**config.mk**
```make
export PLATFORM = sky130hd
export DESIGN_NAME = gregorian_date_add_days
export DESIGN_NICKNAME = d
export VERILOG_FILES = /design/src/hdl/gdad_pkg.sv /design/src/hdl/gregorian_date_add_days.sv /design/src/hdl/gdad_ctrl.sv /design/src/hdl/gdad_dp.sv
export SDC_FILE = /design/constraint.sdc
export NUM_CORES = 1
export LEC_CHECK = 0
export ABC_AREA = 1
export BUFFER_PORTS_ARGS = -buffer_cell sky130_fd_sc_hd__buf_2
export CORE_MARGIN = 2
export CORE_UTILIZATION = 30
export DETAILED_ROUTE_END_ITERATION = 10
export HOLD_SLACK_MARGIN = 0.05
export SETUP_SLACK_MARGIN = 0.1
export SYNTH_ARGS = -nofsm -noshare
export SYNTH_HDL_FRONTEND = slang
export SYNTH_HIERARCHICAL = 1
export SYNTH_SLANG_ARGS = --single-unit
```
**constraint.sdc**
```tcl
create_clock -name clk -period 4.6 [get_ports clk]
set_input_delay 0.46 -clock clk [delete_from_list [all_inputs] [get_ports clk]]
set_output_delay 0.46 -clock clk [all_outputs]
set_load 0.01 [all_outputs]
```
**src/hdl/gdad_pkg.sv**
```systemverilog
`timescale 1ns / 1ps
package gdad_pkg;

	localparam int DAY_W   = 5;
	localparam int MONTH_W = 4;
	localparam int YEAR_W  = 14;
	localparam int COUNT_W = 16;
	localparam int YCNT_W  = 15;
	localparam int IN_W    = 40;
	localparam int OUT_W   = 24;

	localparam logic [MONTH_W-1:0] JANUARY  = 4'd1;
	localparam logic [MONTH_W-1:0] FEBRUARY = 4'd2;
	localparam logic [MONTH_W-1:0] DECEMBER = 4'd12;

	localparam logic [YEAR_W-1:0] QUAD_CENTURY = 14'd400;
	localparam logic [YEAR_W-1:0] CENTURY      = 14'd100;
	localparam logic [YEAR_W-1:0] LAST_OF_CENT = 14'd99;

	typedef enum logic [2:0] {
		ST_IDLE,
		ST_RED400,
		ST_RED100,
		ST_SUM,
		ST_WALK,
		ST_DONE
	} state_t;

	typedef struct packed {
		logic load;
		logic red400;
		logic red100;
		logic sum_step;
		logic add_count;
		logic walk_step;
		logic out_load;
	} cmd_t;

	typedef struct packed {
		logic ge400;
		logic ge100;
		logic sum_done;
		logic walk_done;
		logic out_free;
	} status_t;

	function automatic logic [DAY_W-1:0] month_len(input logic [MONTH_W-1:0] m,
		input logic leap);
		logic [DAY_W-1:0] len;
		unique case (m)
			4'd2: len = leap ? 5'd29 : 5'd28;
			4'd4, 4'd6, 4'd9, 4'd11: len = 5'd30;
			default: len = 5'd31;
		endcase
		return len;
	endfunction

endpackage

```
**src/hdl/gregorian_date_add_days.sv**
```systemverilog
`timescale 1ns / 1ps
// channel   dir  fields (lowest bit up)
// s_axis    in   start_day, start_month, start_year, days_to_add
// m_axis    out  result_day, result_month, result_year
//
// one word at a time: accept it, reduce the year by 400 while it is at least 400, then by
// 100 while it is at least 100, sum the months before the start, walk the months
// and load the output word; months walked is the start month offset plus the
// days added over about 30.4
// the month walk subtracts one month length per cycle
// the next input word is taken while a finished result waits in the output register
// reset clears the controller and the output valid flag only
module gregorian_date_add_days
	import gdad_pkg::*;
#(
	parameter int ADD_WIDTH = 16
) (
	input  logic             clk,
	input  logic             arst_n,
	input  logic             s_tvalid,
	output logic             s_tready,
	input  logic [IN_W-1:0]  s_tdata,  // start_day, start_month, start_year, days_to_add, pad
	output logic             m_tvalid,
	input  logic             m_tready,
	output logic [OUT_W-1:0] m_tdata   // result_day, result_month, result_year, pad
);

	cmd_t    cmd;
	status_t status;

	gdad_ctrl u_ctrl (
		.clk      (clk),
		.arst_n   (arst_n),
		.in_valid (s_tvalid),
		.in_ready (s_tready),
		.status   (status),
		.cmd      (cmd)
	);

	gdad_dp #(
		.ADD_WIDTH (ADD_WIDTH)
	) u_dp (
		.clk       (clk),
		.arst_n    (arst_n),
		.in_word   (s_tdata),
		.cmd       (cmd),
		.status    (status),
		.out_valid (m_tvalid),
		.out_ready (m_tready),
		.out_word  (m_tdata)
	);

endmodule

```
**src/hdl/gdad_ctrl.sv**
```systemverilog
`timescale 1ns / 1ps
module gdad_ctrl
	import gdad_pkg::*;
(
	input  logic    clk,
	input  logic    arst_n,
	input  logic    in_valid,
	output logic    in_ready,
	input  status_t status,
	output cmd_t    cmd
);

	state_t state_q, state_d;

	always_ff @(posedge clk or negedge arst_n) begin
		if (!arst_n) begin
			state_q <= ST_IDLE;
		end else begin
			state_q <= state_d;
		end
	end

	always_comb begin
		state_d  = state_q;
		cmd      = '0;
		in_ready = 1'b0;
		unique case (state_q)
			ST_IDLE: begin
				in_ready = 1'b1;
				if (in_valid) begin
					cmd.load = 1'b1;
					state_d  = ST_RED400;
				end
			end
			ST_RED400: begin
				if (status.ge400) begin
					cmd.red400 = 1'b1;
				end else begin
					state_d = ST_RED100;
				end
			end
			ST_RED100: begin
				if (status.ge100) begin
					cmd.red100 = 1'b1;
				end else begin
					state_d = ST_SUM;
				end
			end
			ST_SUM: begin
				if (status.sum_done) begin
					cmd.add_count = 1'b1;
					state_d       = ST_WALK;
				end else begin
					cmd.sum_step = 1'b1;
				end
			end
			ST_WALK: begin
				if (status.walk_done) begin
					state_d = ST_DONE;
				end else begin
					cmd.walk_step = 1'b1;
				end
			end
			ST_DONE: begin
				if (status.out_free) begin
					cmd.out_load = 1'b1;
					state_d      = ST_IDLE;
				end
			end
			default: begin
				state_d = ST_IDLE;
			end
		endcase
	end

endmodule

```
**src/hdl/gdad_dp.sv**
```systemverilog
`timescale 1ns / 1ps
module gdad_dp
	import gdad_pkg::*;
#(
	parameter int ADD_WIDTH = 16
) (
	input  logic               clk,
	input  logic               arst_n,
	input  logic [IN_W-1:0]    in_word,
	input  cmd_t               cmd,
	output status_t            status,
	output logic               out_valid,
	input  logic               out_ready,
	output logic [OUT_W-1:0]   out_word
);

	localparam int ADD_EFF = (ADD_WIDTH < COUNT_W) ? ADD_WIDTH : COUNT_W;
	localparam int REM_W   = ADD_EFF + 2;

	logic [DAY_W-1:0]   in_day;
	logic [MONTH_W-1:0] in_month;
	logic [YEAR_W-1:0]  in_year;
	logic [COUNT_W-1:0] in_count;
	logic [MONTH_W-1:0] in_month_clamped;

	logic [YEAR_W-1:0]  yred_q;
	logic [1:0]         cent_q;
	logic [YCNT_W-1:0]  year_q;
	logic [MONTH_W-1:0] smon_q;
	logic [MONTH_W-1:0] mon_q;
	logic [REM_W-1:0]   rem_q;
	logic [ADD_EFF-1:0] add_q;

	logic [DAY_W-1:0]   rday_q;
	logic [MONTH_W-1:0] rmon_q;
	logic [YEAR_W-1:0]  ryear_q;
	logic               rvalid_q;

	logic               leap;
	logic [DAY_W-1:0]   len;
	logic [REM_W-1:0]   len_ext;

	assign in_day   = in_word[4:0];
	assign in_month = in_word[8:5];
	assign in_year  = in_word[22:9];
	assign in_count = in_word[38:23];

	always_comb begin
		in_month_clamped = in_month;
		if (in_month < JANUARY) begin
			in_month_clamped = JANUARY;
		end else if (in_month > DECEMBER) begin
			in_month_clamped = DECEMBER;
		end
	end

	// yred_q holds year mod 100 and cent_q the century mod 4 once reduced
	assign leap    = (yred_q[1:0] == 2'd0) && ((yred_q != '0) || (cent_q == 2'd0));
	assign len     = month_len(mon_q, leap);
	assign len_ext = REM_W'(len);

	assign status.ge400     = (yred_q >= QUAD_CENTURY);
	assign status.ge100     = (yred_q >= CENTURY);
	assign status.sum_done  = (mon_q >= smon_q);
	assign status.walk_done = (rem_q <= len_ext);
	assign status.out_free  = !rvalid_q || out_ready;

	always_ff @(posedge clk) begin
		if (cmd.load) begin
			yred_q <= in_year;
			cent_q <= 2'd0;
			year_q <= YCNT_W'(in_year);
			smon_q <= in_month_clamped;
			mon_q  <= JANUARY;
			rem_q  <= REM_W'(in_day);
			add_q  <= in_count[ADD_EFF-1:0];
		end else if (cmd.red400) begin
			yred_q <= yred_q - QUAD_CENTURY;
		end else if (cmd.red100) begin
			yred_q <= yred_q - CENTURY;
			cent_q <= cent_q + 2'd1;
		end else if (cmd.sum_step) begin
			rem_q <= rem_q + len_ext;
			mon_q <= mon_q + 4'd1;
		end else if (cmd.add_count) begin
			rem_q <= rem_q + REM_W'(add_q);
			mon_q <= JANUARY;
		end else if (cmd.walk_step) begin
			rem_q <= rem_q - len_ext;
			if (mon_q == DECEMBER) begin
				mon_q  <= JANUARY;
				year_q <= year_q + YCNT_W'(1);
				if (yred_q == LAST_OF_CENT) begin
					yred_q <= '0;
					cent_q <= cent_q + 2'd1;
				end else begin
					yred_q <= yred_q + YEAR_W'(1);
				end
			end else begin
				mon_q <= mon_q + 4'd1;
			end
		end
	end

	// output word register
	always_ff @(posedge clk) begin
		if (cmd.out_load) begin
			rday_q  <= rem_q[DAY_W-1:0];
			rmon_q  <= mon_q;
			ryear_q <= year_q[YEAR_W-1:0];
		end
	end

	always_ff @(posedge clk or negedge arst_n) begin
		if (!arst_n) begin
			rvalid_q <= 1'b0;
		end else if (cmd.out_load) begin
			rvalid_q <= 1'b1;
		end else if (out_ready) begin
			rvalid_q <= 1'b0;
		end
	end

	assign out_valid = rvalid_q;
	assign out_word  = {1'b0, ryear_q, rmon_q, rday_q};

endmodule

```
# Word level (Yosys, flattened, before mapping)
# Cells that the tools add are included.
[totals] register_bits=100 in_bits=44
[op_classes] n_eq_ne=26 n_addsub=9 order_cmp=6 bitwise_logic=4 reduce_logical=27 mux=57
[ops] op="$mux W14" count=15
[ops] op="$mux W18" count=3
[ops] op="$reduce_and A6 Y1" count=4
[ops] op="$mux W4" count=5
[ops] op="$add A18 B16 Y18" count=1
[ops] op="$add A18 B5 Y18" count=1
[ops] op="$le A18 B5 Y1" count=1
[ops] op="$mux W3" count=6
[ops] op="$pmux W3 S6" count=1
[ops] op="$sub A18 B5 Y18" count=1
[ops] op="$mux W1" count=16
[ops] op="$add A15 B1 Y15 const B" count=1
[ops] op="$mux W5" count=3
[ops] op="$add A14 B1 Y14 const B" count=1
[ops] op="$eq A14 B7 Y1 const B" count=1
[ops] op="$ge A14 B7 Y1 const B" count=1
[ops] op="$ge A14 B9 Y1 const B" count=1
[ops] op="$mux W2" count=7
[ops] op="$reduce_bool A14 Y1" count=1
[ops] op="$sub A14 B7 Y14 const B" count=1
[ops] op="$sub A14 B9 Y14 const B" count=1
[ops] op="$eq A4 B4 Y1 const B" count=3
[ops] op="$ne A2 B1 Y1 const B" count=6
[ops] op="$ne A2 B2 Y1 const B" count=6
[ops] op="25 further kinds" count=42

# Longest topological paths before layout
# Gate-level depths: netlist of the first run.
[depth] word_depth=14 ltp_mapped=27 ltp_nobuf=27

# Hierarchy
# Netlist of the first run, hierarchy kept.
[by_module_without_submodules] mod="gdad_dp" area_each_um2=7101.8 n_inst=1 cells_each=952
[by_module_without_submodules] mod="gdad_ctrl" area_each_um2=307.8 n_inst=1 cells_each=50

# Worst setup path after synthesis of the first run
# No wires, ideal clock.
[synth_path] kind="flip-flop to flip-flop" start="reg u_dp.yred_q[3]" end="reg u_dp.year_q[0] (enable)" required_ns=4.208 setup_ns=0.392 period_less_slack_ns=3.943 path_stages_with_launch=23 t_arrival_ns=3.551 path_slack_ns=0.657 cell_sequence="edfxtp_1 inv_1 ha_1 nand4_1 o31ai_1 a21oi_1 ha_1 inv_1 fa_1 nand2_1 inv_1 nand2_1 nand2_2 inv_1 o21ai_0 nor3_1 inv_1 nand3_1 inv_1 inv_1 nor4_1 nor2_1 a22oi_1"
[synth_rtl] element="start: declaration" line_no="gdad_dp.sv:26" text="logic [YEAR_W-1:0] yred_q;"
[synth_rtl] element="start signal: assignment" line_no="gdad_dp.sv:70" text="yred_q <= in_year;"
[synth_rtl] element="start signal: assignment" line_no="gdad_dp.sv:78" text="yred_q <= yred_q - QUAD_CENTURY;"
[synth_rtl] element="start signal: assignment" line_no="gdad_dp.sv:80" text="yred_q <= yred_q - CENTURY;"
[synth_rtl] element="end signal: assignment" line_no="gdad_dp.sv:72" text="year_q <= YCNT_W'(in_year);"
[synth_rtl] element="end signal: assignment" line_no="gdad_dp.sv:92" text="year_q <= year_q + YCNT_W'(1);"
[synth_rtl] element="end: declaration" line_no="gdad_dp.sv:28" text="logic [YCNT_W-1:0] year_q;"

==> results of run 1 <==
[synth_stat cells, types with 2 or more instances]
cell,instances
dfxtp_1,19
nand3b_1,4
o311ai_0,3
nor2_1,70
ha_1,41
o211ai_1,5
a21oi_1,42
nor2_2,15
nand3_1,90
buf_2,14
xor2_1,29
buf_4,4
inv_1,127
nand2_1,270
o21ai_1,4
o22ai_1,8
nor4_1,2
nand2_2,8
or2_2,2
a22oi_1,4
o21ai_2,2
and2_1,2
edfxtp_1,76
clkbuf_1,8
nand4_1,21
buf_1,3
nor3_2,2
a31oi_1,3
o21ai_0,59
o31ai_1,4
inv_2,12
a21oi_2,2
nor2_4,4
buf_6,3
dfrtp_1,4
fa_1,3
xnor2_1,3
nor3_1,15
[power groups by stage]
| stage | Sequential (mW) | Clock (mW) | Combinational (mW) |
|---|---|---|---|
| 2_1_floorplan | 1.69 | 0 | 2.51 |
| 3_3_place_gp | 1.87 | 0 | 3.07 |
| 3_5_place_dp | 1.88 | 0 | 3.12 |
| 4_1_cts | 1.86 | 0.834 | 3.14 |
| 5_1_grt | 1.91 | 0.867 | 3.66 |
| 6_report | 1.86 | 0.809 | 3.19 |
[cells by family after synthesis]
kind of cell	share of synthesized area, %
simple gates	30.6
other cells	0.0506
xor+xnor	3.78
flops	37.3
buf+inv	9.52
fa+ha+maj	7.73
compound gates	11.0
[metrics by stage]
stage	std cells	hold WS (ps)	area, um2	utilization, %
3_3_place_gp	1369	281	8050	33.1
6_report	1390	269	8420	34.6
4_1_cts	1386	252	8370	34.4
3_5_place_dp	1369	283	8050	33.1
2_1_floorplan	1002	164	7410	-
5_1_grt	1390	258	8420	34.6
[flip-flops by register name (all words and copies together), names as in the netlist]
name,flops
u_dp/mon_q,4
u_dp/rem_q,18
u_dp/yred_q,14
u_dp/cent_q,2
u_dp/out_valid,1
u_dp/ryear_q,14
u_dp/year_q,14
u_dp/rday_q,5
u_dp/rmon_q,4
u_ctrl/state_q,3
u_dp/smon_q,4
u_dp/add_q,16
[layout make-up]
| cell class | count | area [um2] |
|---|---|---|
| clock inverter | 3 | 22.5 |
| clock buffer | 13 | 293 |
| inverter | 140 | 529 |
| tap | 324 | 405 |
| fill | 2616 | 15900 |
| timing repair buffer | 81 | 447 |
| multi-input combinational | 730 | 3970 |
| sequential | 99 | 2760 |
[cells in the final DEF (no fill, tap or decap), types with 3 or more instances in the layout]
cell type,n
a21oi_2,3
fa_1,3
inv_1,125
o311ai_0,3
a22oi_1,4
o31ai_1,3
nand3b_1,4
nand2_2,8
edfxtp_1,76
buf_2,67
clkbuf_16,11
o21ai_0,59
nor2_4,6
dfrtp_1,4
xor2_1,29
a31oi_1,3
nor2_2,15
o21ai_1,4
nor3_1,15
dfxtp_1,19
xnor2_1,3
inv_2,13
ha_1,41
nand2_1,270
nor2_1,68
buf_4,12
nand3_1,90
nand4_1,21
o22ai_1,8
a21oi_1,41
o211ai_1,5
[routing by layer]
layer | part of all wire (%) | vias up
li1 | - | 3427
met4 | 1.3 | 0
met3 | 4.5 | 14
met1 | 50 | 3036
met2 | 44 | 178
met5 | 0 | -
[final timing paths]
check	endpoint	cells after the start	slack, ps
setup / recovery	u_dp/rem_q[12]	27	520
hold / removal	u_dp/add_q[6]	1	270
setup reg to reg	u_dp/rem_q[12]	27	520
hold reg to reg	u_dp/cent_q[1]	2	460
max in group asynchronous	u_ctrl/state_q[2]	2	4050
min in group asynchronous	u_dp/out_valid	2	420
[what timing repair did]
| action | 4_1_cts | 5_1_grt |
|---|---|---|
| endpoints found under the setup margin | 0 | 30 |
| endpoints found under the hold margin | 4 | 0 |
| hold buffers | 1 | 0 |
| gates resized for setup | 0 | 6 |
| buffers inserted | 0 | 4 |
==> flow_metrics.env, run 1 <==
export IMPL_period_share_pct=88.7
export IMPL_clk_path_buf_depth=2
export IMPL_swShare_pct=48.7
export IMPL_h_tree_depth=3
export IMPL_drc=0
export IMPL_fp_row_count=57
export IMPL_cap_violations=0
export IMPL_clock_skew_ps=11.6
export IMPL_setup_viol=0
export IMPL_cts_tree="yes"
export IMPL_synth_cell_types=53
export IMPL_overflow=0
export IMPL_antenna_found_initial=0
export IMPL_yosysTopAreaCellShare_pct=30.8
export IMPL_ios=70
export IMPL_ant_nets=0
export IMPL_hold_start="s_tdata[29]"
export IMPL_crit_path_end_kind="flop"
export IMPL_vias_per_cell=4.79
export IMPL_cts_root_buf="clkbuf_16"
export IMPL_place_congestion=0.894
export IMPL_power_density_nw_per_um2=695
export IMPL_p_leak_nw=3.89
export IMPL_met2_usage_pct=23.7
export IMPL_p_switching_mw=2.85
export IMPL_critPathArrivalTime_ps=4390
export IMPL_setup_tns_ps=0
export IMPL_n_antenna_cell=0
export IMPL_required_ps=4910
export IMPL_max_freq_ghz=0.245
export IMPL_ys_async_sr_fraction_pct=4.04
export IMPL_final_hold_violation_count=0
export IMPL_maxSlewViolCount=0
export IMPL_dieArea_um2=26000
export IMPL_drt_wl_total_mm=19.6
export IMPL_crit_buf_inv=10
export IMPL_cts_num_sinks=99
export IMPL_fp_dieH_um=161
export IMPL_use_met1_pct=22.0
export IMPL_relSlewSlack_pct=53.0
export IMPL_pre_cts_ws_ps=364
export IMPL_synthTopCellsByArea="edfxtp_1 31%, nand2_1 14%, ha_1 6.9%, inv_1 6.4%, nand3_1 6.1%"
export IMPL_coreArea_um2=24300
export IMPL_crit_start="u_dp/yred_q[3]"
export IMPL_critPathMaxFanout=8
export IMPL_grt_pass1_wl_mm=31.3
export IMPL_crit_path_max_incr_delay_ps=470
export IMPL_slowest_stage="edfxtp_1"
export IMPL_worstReg2RegStart="u_dp/yred_q[3]"
export IMPL_firstDrtPassIters=5
export IMPL_syn_to_final_growth_pct=13.7
export IMPL_grt_pass1_vias=6031
export IMPL_synthFlopType="edfxtp_1"
export IMPL_synth_cell_area_um2=7410
export IMPL_syn_avg_cell_area_um2=7.39
export IMPL_netlist_instances=1002
export IMPL_worst_setup_path_start_kind="flop"
export IMPL_grtUsageMet3_pct=1.59
export IMPL_grt_setup_unrepaired="false"
export IMPL_cpMostUsedCell="inv_1"
export IMPL_grt_max_degree=42
export IMPL_synth_yosys_warnings=6
export IMPL_grt_usage_pct=15.2
export IMPL_seqPwrFrac_pct=31.8
export IMPL_syn_num_nets=1090
export IMPL_cts_buffers=9
export IMPL_run_status="completed"
export IMPL_total_power_mw=5.86
export IMPL_portBuffers=67
export IMPL_crit_family="buffers and inverters"
export IMPL_drive_gt1_share_pct=14.4
export IMPL_clkLatencyLatePin_ps=360
export IMPL_drt_iter0_markers=521
export IMPL_synth_edff_count=76
export IMPL_pwr_share_clk_pct=13.8
export IMPL_peakVddDrop_mv=0.269
export IMPL_worst_pin_slew_ps=705
export IMPL_path_clk_slew_ps=70
export IMPL_ys_ff_latch=99
export IMPL_internal_power_mw=3.01
export IMPL_gr_max_usage_layer="met2"
export IMPL_nets=1149
export IMPL_finalWorstSetupSlack_ps=519
export IMPL_num_vias=6655
export IMPL_fin_crit_ps=4080
export IMPL_dp_hpwl_mm=14.9
export IMPL_die_w_um=161
export IMPL_p_comb_share_pct=54.4
export IMPL_min_path_type="input pin to flop"
export IMPL_path_class="flop to flop"
export IMPL_synth_yosys_seq_area_share_pct=37.3
export IMPL_synth_top_cell_by_area="edfxtp_1"
export IMPL_wl_per_cell_um=14.1
export IMPL_start_util_pct=30.5
Power figures use the tool's default switching activity.
==> inputs of run 2 (changes only) <==
--- a/config.mk
+++ b/config.mk
@@ -8,7 +8,7 @@
 export ABC_AREA = 1
 export BUFFER_PORTS_ARGS = -buffer_cell sky130_fd_sc_hd__buf_2
 export CORE_MARGIN = 2
-export CORE_UTILIZATION = 30
+export CORE_UTILIZATION = 44
 export DETAILED_ROUTE_END_ITERATION = 10
 export HOLD_SLACK_MARGIN = 0.05
 export SETUP_SLACK_MARGIN = 0.1
==> run 2 against run 1 <==
Effect of this change: via count fell by 0.98%; global-route usage grew 5.8 points; count of clock-buffer cells in the layout down 4; critical path type unchanged.
==> flow_metrics.env, run 2 (synthesis results as in run 1) <==
export IMPL_ios=70
export IMPL_fp_dieH_um=134
export IMPL_clk_path_buf_depth=2
export IMPL_pre_cts_ws_ps=256
export IMPL_place_congestion=0.894
export IMPL_crit_chain="inv_1 > ha_1 > nand4_1 > o31ai_2 > a21oi_2 > ha_1 > inv_1 > fa_1 > nand2_1 > inv_1 > nand2_1 > nand2_2 > inv_1 > o21ai_0 > nor3_1 > inv_1 > nand3_1 > inv_1 > inv_1 > nor4_1 > nor2_1 > a22oi_1 > buf_6"
export IMPL_stdcell_area_um2=8310
export IMPL_cpMostUsedCell="inv_1"
export IMPL_cts_tree="yes"
export IMPL_setup_viol=0
export IMPL_coreArea_um2=16500
export IMPL_top_register="u_dp/rem_q"
export IMPL_path_class="flop to flop"
export IMPL_clkLatencyLatePin_ps=350
export IMPL_drt_wl_total_mm=18.5
export IMPL_critPathArrivalTime_ps=4170
export IMPL_wl_per_cell_um=14.4
export IMPL_n_antenna_cell=0
export IMPL_grt_pass1_wl_mm=30.0
export IMPL_crit_path_max_incr_delay_ps=490
export IMPL_worst_pin_slew_ps=667
export IMPL_start_util_pct=44.8
export IMPL_nets=1150
export IMPL_overflow=0
export IMPL_fin_crit_ps=4120
export IMPL_min_path_type="input pin to flop"
export IMPL_crit_path_end_kind="flop"
export IMPL_maxSlewViolCount=0
export IMPL_path_clk_slew_ps=80
export IMPL_drive_gt1_share_pct=14.6
export IMPL_critPathMaxFanout=14
export IMPL_period_share_pct=89.5
export IMPL_required_ps=4650
export IMPL_p_leak_nw=3.90
export IMPL_clock_skew_ps=10.4
export IMPL_total_power_mw=5.88
export IMPL_slowest_stage="edfxtp_1"
export IMPL_grt_usage_pct=21.0
export IMPL_run_status="completed"
export IMPL_stdcell_count=1287
export IMPL_dp_cells=1265
export IMPL_die_w_um=134
export IMPL_worst_setup_path_start_kind="flop"
export IMPL_power_density_nw_per_um2=707
export IMPL_grt_max_degree=45
export IMPL_peakVddDrop_mv=0.304
export IMPL_drt_iter0_markers=510
export IMPL_finalWorstSetupSlack_ps=484
export IMPL_final_hold_violation_count=0
export IMPL_max_freq_ghz=0.243
export IMPL_filler_cell_count=1662
export IMPL_firstDrtPassIters=5
export IMPL_h_tree_depth=3
export IMPL_top_regs="u_dp/rem_q: 18 flops, u_dp/add_q: 16 flops"
export IMPL_cts_buffers=9
export IMPL_portBuffers=67
export IMPL_dp_hpwl_mm=13.9
export IMPL_final_common_cell="nand2_1"
export IMPL_cts_num_sinks=99
export IMPL_dpl_cell_area_um2=7920
export IMPL_seq_area_um2=2760
export IMPL_num_vias=6590
export IMPL_syn_to_final_growth_pct=12.2
export IMPL_cap_violations=0
export IMPL_mostFrequentLayoutCells="269 x nand2_1, 125 x inv_1, 90 x nand3_1"
export IMPL_cts_root_buf="clkbuf_16"
export IMPL_fp_row_count=47
export IMPL_grt_setup_unrepaired="false"
export IMPL_antenna_found_initial=0
export IMPL_ant_nets=0
export IMPL_largest_reg_flops=18
export IMPL_drc=0
export IMPL_relSlewSlack_pct=55.5
export IMPL_dieArea_um2=17900
export IMPL_vias_per_cell=5.12
export IMPL_setup_tns_ps=0
export IMPL_grt_pass1_vias=5949
export IMPL_multi_input_area_um2=3970
-- run 2: cell types whose count changed in the layout (fill, tap and decap cells not counted) --
cell / previous run / this run
inv_6: 2 / 4
inv_8: 0 / 2
clkbuf_1: 1 / 0
nand2_1: 270 / 269
bufinv_16: 0 / 1
clkbuf_8: 1 / 0
buf_12: 0 / 1
nand2_2: 8 / 9
clkinv_2: 1 / 0
clkbuf_16: 11 / 9
-- run 2: final timing paths --
kind,start,cells after the start,slack (ps),to
max,u_dp/yred_q[2],23,480,u_dp/year_q[6]
min,s_tdata[28],1,280,u_dp/add_q[5]
max reg2reg,u_dp/yred_q[2],23,480,u_dp/year_q[6]
min reg2reg,u_dp/cent_q[1],2,460,u_dp/cent_q[1]
max in group asynchronous,arst_n,2,4050,u_ctrl/state_q[2]
min in group asynchronous,arst_n,2,430,u_ctrl/state_q[1]
-- run 2: stage by stage --
stage	utilization (%)	hold slack [ps]
3_3_place_gp	47.9	275
5_1_grt	50.3	267
6_report	50.3	275
2_1_floorplan	-	164
4_1_cts	49.9	265
3_5_place_dp	47.9	270
-- run 2: report_power, final --
| group | switching, mW | leakage (nW) | internal (mW) |
|---|---|---|---|
| sequential | 0.363 | 0.919 | 1.45 |
| combinational | 2.12 | 2.82 | 1.13 |
| clock | 0.377 | 0.155 | 0.438 |
-- run 2: area by class of cell --
cell class | instances | share of cell area [%]
inverter | 140 | 6.37
clock buffer | 9 | 2.71
clock inverter | 7 | 1.05
sequential | 99 | 33.2
multi-input combinational | 730 | 47.7
timing repair buffer | 82 | 5.61
tap | 220 | 3.31
-- run 2: critical path: cells and delay by family, from the launching register on --
family / cells / cell delay (ps)
simple gates: 8 / 1010
buf+inv: 8 / 860
compound gates: 4 / 840
fa+ha+maj: 3 / 610
flops: 1 / 490
-- run 2: per-layer routing --
| layer | up-vias | GRT usage, % | part of all wire (%) |
|---|---|---|---|
| met5 | - | 0 | 0 |
| met4 | 0 | 5.38 | 0.96 |
| met3 | 16 | 2.68 | 5.2 |
| met2 | 164 | 32.2 | 43 |
| met1 | 2976 | 31.5 | 51 |
| li1 | 3434 | - | - |
-- run 2: repair_timing --
action,in CTS,in global routing
hold buffers,1,0
resized for setup,0,7
hold endpoints to repair,4,0
endpoints found under the setup margin,0,43
setup buffers,0,5
